### src/hw/rtl/nsc_pkg.sv
package nsc_pkg;

    localparam int ADDR_MAX   = 5;
    localparam int OUT_DATA_W = 40;

    // Characters of the sentence grammar
    localparam logic [7:0] CH_DOLLAR = 8'h24;
    localparam logic [7:0] CH_STAR   = 8'h2A;
    localparam logic [7:0] CH_COMMA  = 8'h2C;
    localparam logic [7:0] CH_CR     = 8'h0D;
    localparam logic [7:0] CH_LF     = 8'h0A;
    localparam logic [7:0] CH_ZERO   = 8'h30;
    localparam logic [7:0] CH_NINE   = 8'h39;

    // Report status codes
    localparam logic [1:0] ST_OK       = 2'd0;
    localparam logic [1:0] ST_MISMATCH = 2'd1;
    localparam logic [1:0] ST_FRAMING  = 2'd2;
    localparam logic [1:0] ST_UNKNOWN  = 2'd3;

    // Sentence kinds
    localparam logic [3:0] KIND_NONE    = 4'd0;
    localparam logic [3:0] KIND_GGA     = 4'd1;
    localparam logic [3:0] KIND_GLL     = 4'd2;
    localparam logic [3:0] KIND_GSA     = 4'd3;
    localparam logic [3:0] KIND_GSV     = 4'd4;
    localparam logic [3:0] KIND_RMC     = 4'd5;
    localparam logic [3:0] KIND_VTG     = 4'd6;
    localparam logic [3:0] KIND_ZDA     = 4'd7;
    localparam logic [3:0] KIND_STI_PPS = 4'd8;
    localparam logic [3:0] KIND_STI_SNS = 4'd9;

    // Address and leading-field bookkeeping of the sentence in progress
    typedef struct packed {
        logic [ADDR_MAX-1:0][7:0] chars;
        logic [2:0]               count;   // 6 marks an overlong address
        logic                     f1_set;
        logic                     f1_bad;
        logic                     f2_set;
        logic                     f2_bad;
        logic [3:0]               f1_val;
        logic [3:0]               f2_val;
    } sent_info_t;

    typedef struct packed {
        logic [1:0] status;
        logic [3:0] kind;
        logic [7:0] talker_first;
        logic [7:0] talker_second;
        logic [7:0] computed_sum;
        logic [7:0] received_sum;
    } result_t;

endpackage

### src/hw/rtl/nsc_classify.sv
module nsc_classify
    import nsc_pkg::*;
(
    input  sent_info_t info,
    output logic [3:0] kind
);

    localparam logic [23:0] TYPE_GGA = "GGA";
    localparam logic [23:0] TYPE_GLL = "GLL";
    localparam logic [23:0] TYPE_GSA = "GSA";
    localparam logic [23:0] TYPE_GSV = "GSV";
    localparam logic [23:0] TYPE_RMC = "RMC";
    localparam logic [23:0] TYPE_VTG = "VTG";
    localparam logic [23:0] TYPE_ZDA = "ZDA";
    localparam logic [23:0] TYPE_STI = "STI";
    localparam logic [15:0] TALK_GP  = "GP";
    localparam logic [15:0] TALK_GN  = "GN";
    localparam logic [15:0] TALK_BD  = "BD";
    localparam logic [15:0] TALK_GL  = "GL";
    localparam logic [7:0]  TALK_P   = "P";

    logic        len4;
    logic        len5;
    logic        len_ok;
    logic [23:0] type_sel;
    logic [15:0] talk_sel;
    logic        gp, gn, bd, gl;
    logic        f1ok, f2ok;
    logic        is_sti;

    always_comb
    begin
        len4     = (info.count == 3'd4);
        len5     = (info.count == 3'd5);
        len_ok   = len4 || len5;
        // type is the last three address characters
        type_sel = len4 ? {info.chars[1], info.chars[2], info.chars[3]}
                        : {info.chars[2], info.chars[3], info.chars[4]};
        talk_sel = {info.chars[0], info.chars[1]};
        gp       = len5 && (talk_sel == TALK_GP);
        gn       = len5 && (talk_sel == TALK_GN);
        bd       = len5 && (talk_sel == TALK_BD);
        gl       = len5 && (talk_sel == TALK_GL);
        f1ok     = info.f1_set && !info.f1_bad;
        f2ok     = info.f2_set && !info.f2_bad;
        is_sti   = len4 && (type_sel == TYPE_STI) && (info.chars[0] == TALK_P);

        priority if (len_ok && type_sel == TYPE_GGA && (gp || gn))
            kind = KIND_GGA;
        else if (len_ok && type_sel == TYPE_GLL && (gp || gn))
            kind = KIND_GLL;
        else if (len_ok && type_sel == TYPE_GSA && (gp || gn || bd || gl))
            kind = KIND_GSA;
        else if (len_ok && type_sel == TYPE_GSV && (gp || bd || gl))
            kind = KIND_GSV;
        else if (len_ok && type_sel == TYPE_RMC && (gp || gn))
            kind = KIND_RMC;
        else if (len_ok && type_sel == TYPE_VTG && (gp || gn))
            kind = KIND_VTG;
        else if (len_ok && type_sel == TYPE_ZDA && (gp || gn))
            kind = KIND_ZDA;
        else if (is_sti && f1ok && info.f1_val == 4'd1)
            kind = KIND_STI_PPS;
        else if (is_sti && f1ok && info.f1_val == 4'd4 && f2ok && info.f2_val == 4'd1)
            kind = KIND_STI_SNS;
        else
            kind = KIND_NONE;
    end

endmodule

### src/hw/rtl/nsc_parser.sv
module nsc_parser
    import nsc_pkg::*;
(
    input  logic        clk,
    input  logic        rst_n,
    input  logic        en,
    input  logic [7:0]  char_in,
    output logic        res_valid,
    output result_t     res
);

    localparam logic [2:0] PH_IDLE = 3'd0;
    localparam logic [2:0] PH_ADDR = 3'd1;
    localparam logic [2:0] PH_BODY = 3'd2;
    localparam logic [2:0] PH_HEX1 = 3'd3;
    localparam logic [2:0] PH_HEX2 = 3'd4;

    logic [2:0]  phase_reg, phase_next;
    logic [7:0]  xor_reg, xor_next;
    logic [7:0]  hex_reg, hex_next;
    logic [1:0]  fnum_reg, fnum_next;
    sent_info_t  info_reg, info_next;

    logic [3:0]  kind;
    logic        hex_ok;
    logic [3:0]  hex_val;
    logic        is_digit;
    logic [7:0]  rsum;
    logic [7:0]  t1, t2;
    logic [3:0]  fval;
    logic        fbad;
    logic [7:0]  nv;

    nsc_classify u_classify (
        .info (info_reg),
        .kind (kind)
    );

    always_comb
    begin
        hex_ok  = 1'b1;
        hex_val = char_in[3:0];
        if (char_in >= CH_ZERO && char_in <= CH_NINE)
            hex_val = char_in[3:0];
        else if ((char_in >= "A" && char_in <= "F") || (char_in >= "a" && char_in <= "f"))
            hex_val = char_in[3:0] + 4'd9;
        else
            hex_ok = 1'b0;
    end

    always_comb
    begin
        is_digit = (char_in >= CH_ZERO) && (char_in <= CH_NINE);
        fval     = (fnum_reg == 2'd0) ? info_reg.f1_val : info_reg.f2_val;
        fbad     = (fnum_reg == 2'd0) ? info_reg.f1_bad : info_reg.f2_bad;
        nv       = {4'd0, fval} * 8'd10 + {4'd0, char_in[3:0]};
        rsum     = {hex_reg[3:0], hex_val};
        t1       = 8'd0;
        t2       = 8'd0;
        if (info_reg.count == 3'd4)
        begin
            t1 = info_reg.chars[0];
        end
        else if (info_reg.count == 3'd5)
        begin
            t1 = info_reg.chars[0];
            t2 = info_reg.chars[1];
        end
    end

    always_comb
    begin
        phase_next = phase_reg;
        xor_next   = xor_reg;
        hex_next   = hex_reg;
        fnum_next  = fnum_reg;
        info_next  = info_reg;

        res_valid         = 1'b0;
        res.status        = ST_FRAMING;
        res.kind          = KIND_NONE;
        res.talker_first  = t1;
        res.talker_second = t2;
        res.computed_sum  = xor_reg;
        res.received_sum  = hex_reg;

        if (en)
        begin
            if (phase_reg == PH_IDLE || char_in == CH_DOLLAR)
            begin
                // a dollar inside a sentence closes it as bad framing
                res_valid = (phase_reg != PH_IDLE);
                if (char_in == CH_DOLLAR)
                begin
                    phase_next = PH_ADDR;
                    xor_next   = 8'd0;
                    hex_next   = 8'd0;
                    fnum_next  = 2'd0;
                    info_next  = '0;
                end
            end
            else if (char_in == CH_CR || char_in == CH_LF)
            begin
                res_valid  = 1'b1;
                phase_next = PH_IDLE;
            end
            else
            begin
                unique case (phase_reg)
                    PH_ADDR:
                    begin
                        if (char_in == CH_STAR)
                            phase_next = PH_HEX1;
                        else
                        begin
                            xor_next = xor_reg ^ char_in;
                            if (char_in == CH_COMMA)
                            begin
                                phase_next = PH_BODY;
                                fnum_next  = 2'd0;
                            end
                            else if (info_reg.count < 3'(ADDR_MAX))
                            begin
                                info_next.chars[info_reg.count] = char_in;
                                info_next.count = info_reg.count + 3'd1;
                            end
                            else
                                info_next.count = 3'(ADDR_MAX + 1);
                        end
                    end
                    PH_BODY:
                    begin
                        if (char_in == CH_STAR)
                            phase_next = PH_HEX1;
                        else
                        begin
                            xor_next = xor_reg ^ char_in;
                            if (char_in == CH_COMMA)
                            begin
                                if (fnum_reg < 2'd2)
                                    fnum_next = fnum_reg + 2'd1;
                            end
                            else if (fnum_reg == 2'd0)
                            begin
                                info_next.f1_set = 1'b1;
                                if (!is_digit)
                                    info_next.f1_bad = 1'b1;
                                else if (!fbad)
                                begin
                                    if (nv > 8'd15)
                                        info_next.f1_bad = 1'b1;
                                    else
                                        info_next.f1_val = nv[3:0];
                                end
                            end
                            else if (fnum_reg == 2'd1)
                            begin
                                info_next.f2_set = 1'b1;
                                if (!is_digit)
                                    info_next.f2_bad = 1'b1;
                                else if (!fbad)
                                begin
                                    if (nv > 8'd15)
                                        info_next.f2_bad = 1'b1;
                                    else
                                        info_next.f2_val = nv[3:0];
                                end
                            end
                        end
                    end
                    PH_HEX1:
                    begin
                        if (!hex_ok)
                        begin
                            res_valid  = 1'b1;
                            phase_next = PH_IDLE;
                        end
                        else
                        begin
                            hex_next   = {4'd0, hex_val};
                            phase_next = PH_HEX2;
                        end
                    end
                    PH_HEX2:
                    begin
                        res_valid  = 1'b1;
                        phase_next = PH_IDLE;
                        if (hex_ok)
                        begin
                            hex_next         = rsum;
                            res.received_sum = rsum;
                            if (rsum != xor_reg)
                                res.status = ST_MISMATCH;
                            else if (kind != KIND_NONE)
                            begin
                                res.status = ST_OK;
                                res.kind   = kind;
                            end
                            else
                                res.status = ST_UNKNOWN;
                        end
                    end
                    default:
                        phase_next = PH_IDLE;
                endcase
            end
        end
    end

    always_ff @(posedge clk or negedge rst_n)
    begin
        if (!rst_n)
        begin
            phase_reg <= PH_IDLE;
            xor_reg   <= 8'd0;
            hex_reg   <= 8'd0;
            fnum_reg  <= 2'd0;
            info_reg  <= '0;
        end
        else
        begin
            phase_reg <= phase_next;
            xor_reg   <= xor_next;
            hex_reg   <= hex_next;
            fnum_reg  <= fnum_next;
            info_reg  <= info_next;
        end
    end

endmodule

### config.mk
export PLATFORM = sky130hd
export DESIGN_NAME = nsc_parser
export DESIGN_NICKNAME = d
export VERILOG_FILES = /design/src/hw/rtl/nsc_pkg.sv /design/src/hw/rtl/nsc_classify.sv /design/src/hw/rtl/nsc_parser.sv
export SDC_FILE = /design/constraint.sdc
export NUM_CORES = 1
export LEC_CHECK = 0
export BUFFER_PORTS_ARGS = -buffer_cell sky130_fd_sc_hd__buf_2
export CAP_MARGIN = 20
export CORE_ASPECT_RATIO = 1.5
export CORE_MARGIN = 1.5
export CORE_UTILIZATION = 45
export CTS_CLUSTER_DIAMETER = 50
export DETAILED_ROUTE_END_ITERATION = 12
export GPL_TIMING_DRIVEN = 0
export REMOVE_ABC_BUFFERS = 1
export SYNTH_ARGS = -nofsm -noshare
export SYNTH_HDL_FRONTEND = slang
export SYNTH_SLANG_ARGS = --single-unit
### constraint.sdc
create_clock -name clk -period 7.8 [get_ports clk]
set_clock_uncertainty 0.05 [all_clocks]
set_input_delay 0.39 -clock clk [delete_from_list [all_inputs] [get_ports clk]]
set_output_delay 0.39 -clock clk [all_outputs]
set_load 0.02 [all_outputs]
==> impl_metrics.env <==
export IMPL_place_ws_ns=3.400
export IMPL_cts_tree="done"
export IMPL_drive_above_1_share_pct=15.64
export IMPL_hold_viol_final=0
export IMPL_power_mw=2.164
export IMPL_worstRegToRegCells=12
export IMPL_worst_pin_slew_ns=0.9896
export IMPL_fill_cells=1115
export IMPL_critPathMaxFanout=23
export IMPL_rows=48
export IMPL_die_area_mm2=0.01251
export IMPL_async_reset_ff_share_pct=100.0
export IMPL_layout_commonest_cell="dfrtp_1"
export IMPL_cellPowerDensity_mw_per_mm2=362.5
export IMPL_clockBufferDepth=2
export IMPL_syn_area_per_cell_um2=9.201
export IMPL_setup_ws_ns=2.943
export IMPL_ys_seq_area_share_pct=35.70
export IMPL_postCtsSetupBuffers=0
export IMPL_cts_sinks=76
export IMPL_io_pins=50
export IMPL_grt_pass1_vias=4626
export IMPL_ant_nets=0
export IMPL_dr_pass1_iters=4
export IMPL_cts_root_buf="clkbuf_16"
export IMPL_insertion_delay_ns=0.34
export IMPL_path_clk_slew_ns=0.06
export IMPL_cp_start_kind="register"
export IMPL_finalWeightedCongestion=1.034
export IMPL_die_y_um=136.3
export IMPL_final_nets=638
export IMPL_hold_worst_slack_ns=0.3540
export IMPL_core_mm2=0.01153
export IMPL_ys_warnings_count=0
export IMPL_fmax_ghz=0.2059
export IMPL_cp_required_ns=7.36
export IMPL_final_core_util_pct=51.77
export IMPL_synth_top_area_share_pct=35.70
export IMPL_final_setup_tns_ns=0
export IMPL_wl_um=15750
export IMPL_grt_first_pass_wirelength_um=24670
export IMPL_ys_flop_type="dfrtp_1"
export IMPL_antenna_found_initial=0
export IMPL_maxCapViolCount=0
export IMPL_synth_top_cell_by_area="dfrtp_1"
export IMPL_max_slew_margin_pct=33.78
export IMPL_port_buffers=49
export IMPL_avgRoutedWirePerCell_um=20.61
export IMPL_drc=0
export IMPL_hp_class="in -> reg"
export IMPL_htree_num_levels=3
export IMPL_rsz0062_at_grt="false"
export IMPL_hpwl_um=11760
export IMPL_setup_viol=0
export IMPL_drv_slew=0
export IMPL_start_util_pct=46.20
export IMPL_ys_ff_latch=76
export IMPL_gr_usage_all_layers_pct=25.86
export IMPL_endpoint_kind="output pin"
export IMPL_numCtsBuffers=9
export IMPL_synth_edf_count=0
export IMPL_worst_ir_drop_vdd_uv=185.0
export IMPL_layout_common_cells="dfrtp_1, nor2_1, buf_2"
export IMPL_synthTopCellsByArea="dfrtp_1, a32o_1, ha_1"
export IMPL_vias=4854
export IMPL_synthToLayoutAreaGrowth_pct=12.05
export IMPL_syn_area_mm2=0.005328
export IMPL_synth_cells=579
export IMPL_n_antenna_cell=0
export IMPL_hold_depth=3
export IMPL_status="finished, final reports clean"
export IMPL_crit_arrival_ns=4.42
export IMPL_grt_max_degree=40
export IMPL_vias_per_cell=6.353
export IMPL_path_class="reg -> out"
export IMPL_fin_crit_sh_pct=62.27
export IMPL_grt_overflow=0
export IMPL_drtIter0Drc=400
export IMPL_largest_register_ffs=55
export IMPL_p_leak_nw=2.529
export IMPL_layout_min_cycle_time_ns=4.857
export IMPL_ys_types=82
export IMPL_die_x_um=91.84
-- critical path, stage by stage (launching register included) --
cell      delay (ns)
dfrtp_1         0.47
inv_1           0.16
ha_1            0.53
nand2_1         0.64
a31oi_1         0.54
and3b_1         0.22
and4_1          0.19
a21oi_1         0.16
o211ai_1        0.16
or4_1           0.62
o21ai_1         0.18
buf_2           0.19
-- metrics by stage --
step / cell area (µm²) / instances
global route: 5969 / 764
detailed placement: 5665 / 747
global placement: 5608 / 744
floorplan: 5175 / 545
finish: 5969 / 764
CTS: 5969 / 764
-- path summary, 6_finish.rpt --
check | start | endpoint | slack, ns
max in group asynchronous | rst_n | info_reg[13]$_DFFE_PN0P_ | 6.60
hold / removal | en | phase_reg[1]$_DFFE_PN0P_ | 0.35
min in group asynchronous | rst_n | hex_reg[7]$_DFFE_PN0P_ | 0.50
hold reg to reg | info_reg[53]$_DFFE_PN0P_ | info_reg[53]$_DFFE_PN0P_ | 0.44
setup reg to reg | fnum_reg[0]$_DFFE_PN0P_ | info_reg[3]$_DFFE_PN0P_ | 3.64
setup / recovery | info_reg[12]$_DFFE_PN0P_ | res[37] | 2.94
-- power breakdown --
part,internal [mW],switching [mW],total (mW)
logic,0.400,0.574,0.974
clock network,0.249,0.175,0.424
registers,0.543,0.222,0.766
total,1.19,0.971,2.16
-- routing by layer --
metal	global-route usage, %	vias to the layer above	part of all wire, %
li1	-	2222	-
met1	30.08	2462	40
met2	46.50	134	53
met3	3.803	36	3.9
met4	11.79	0	3.2
met5	0	-	0
-- area by class of cell --
type / instances / area, µm² / area share, %
timing repair buffer: 53 / 312.8 / 5.240
inverter: 21 / 78.83 / 1.320
tap: 150 / 187.7 / 3.144
sequential: 76 / 1902 / 31.86
clock buffer: 11 / 232.7 / 3.899
clock inverter: 5 / 61.31 / 1.027
multi-input combinational: 448 / 3194 / 53.51
-- logic make-up after synthesis --
logic type,synth area share [%]
fa+ha+maj,4.697
xor+xnor,2.466
flops,35.70
mux,4.791
compound gates,22.31
buf+inv,4.345
simple gates,25.69
-- cells in the mapped netlist, drive strengths merged, types with 6 or more instances --
cell,n
nor3,14
nor4,8
mux2,12
nand3,12
nand3b,7
nand2,40
ha,16
nor2b,7
nor2,55
a22o,19
inv,21
a31oi,9
a32o,29
o21ai,32
and4b,6
xnor2,6
clkbuf,25
nor3b,7
a21oi,20
nand4b,8
and2,23
nand2b,7
nor4b,7
dfrtp,76
xor2,9
mux2i,12
buf,9
a211oi,11
-- what timing repair did --
| action | 4_1_cts | 5_1_grt |
|---|---|---|
| hold endpoints to repair | 28 | 0 |
| hold buffers | 1 | 0 |
| gates resized for setup | 0 | 0 |
Power figures use the tool's default switching activity.
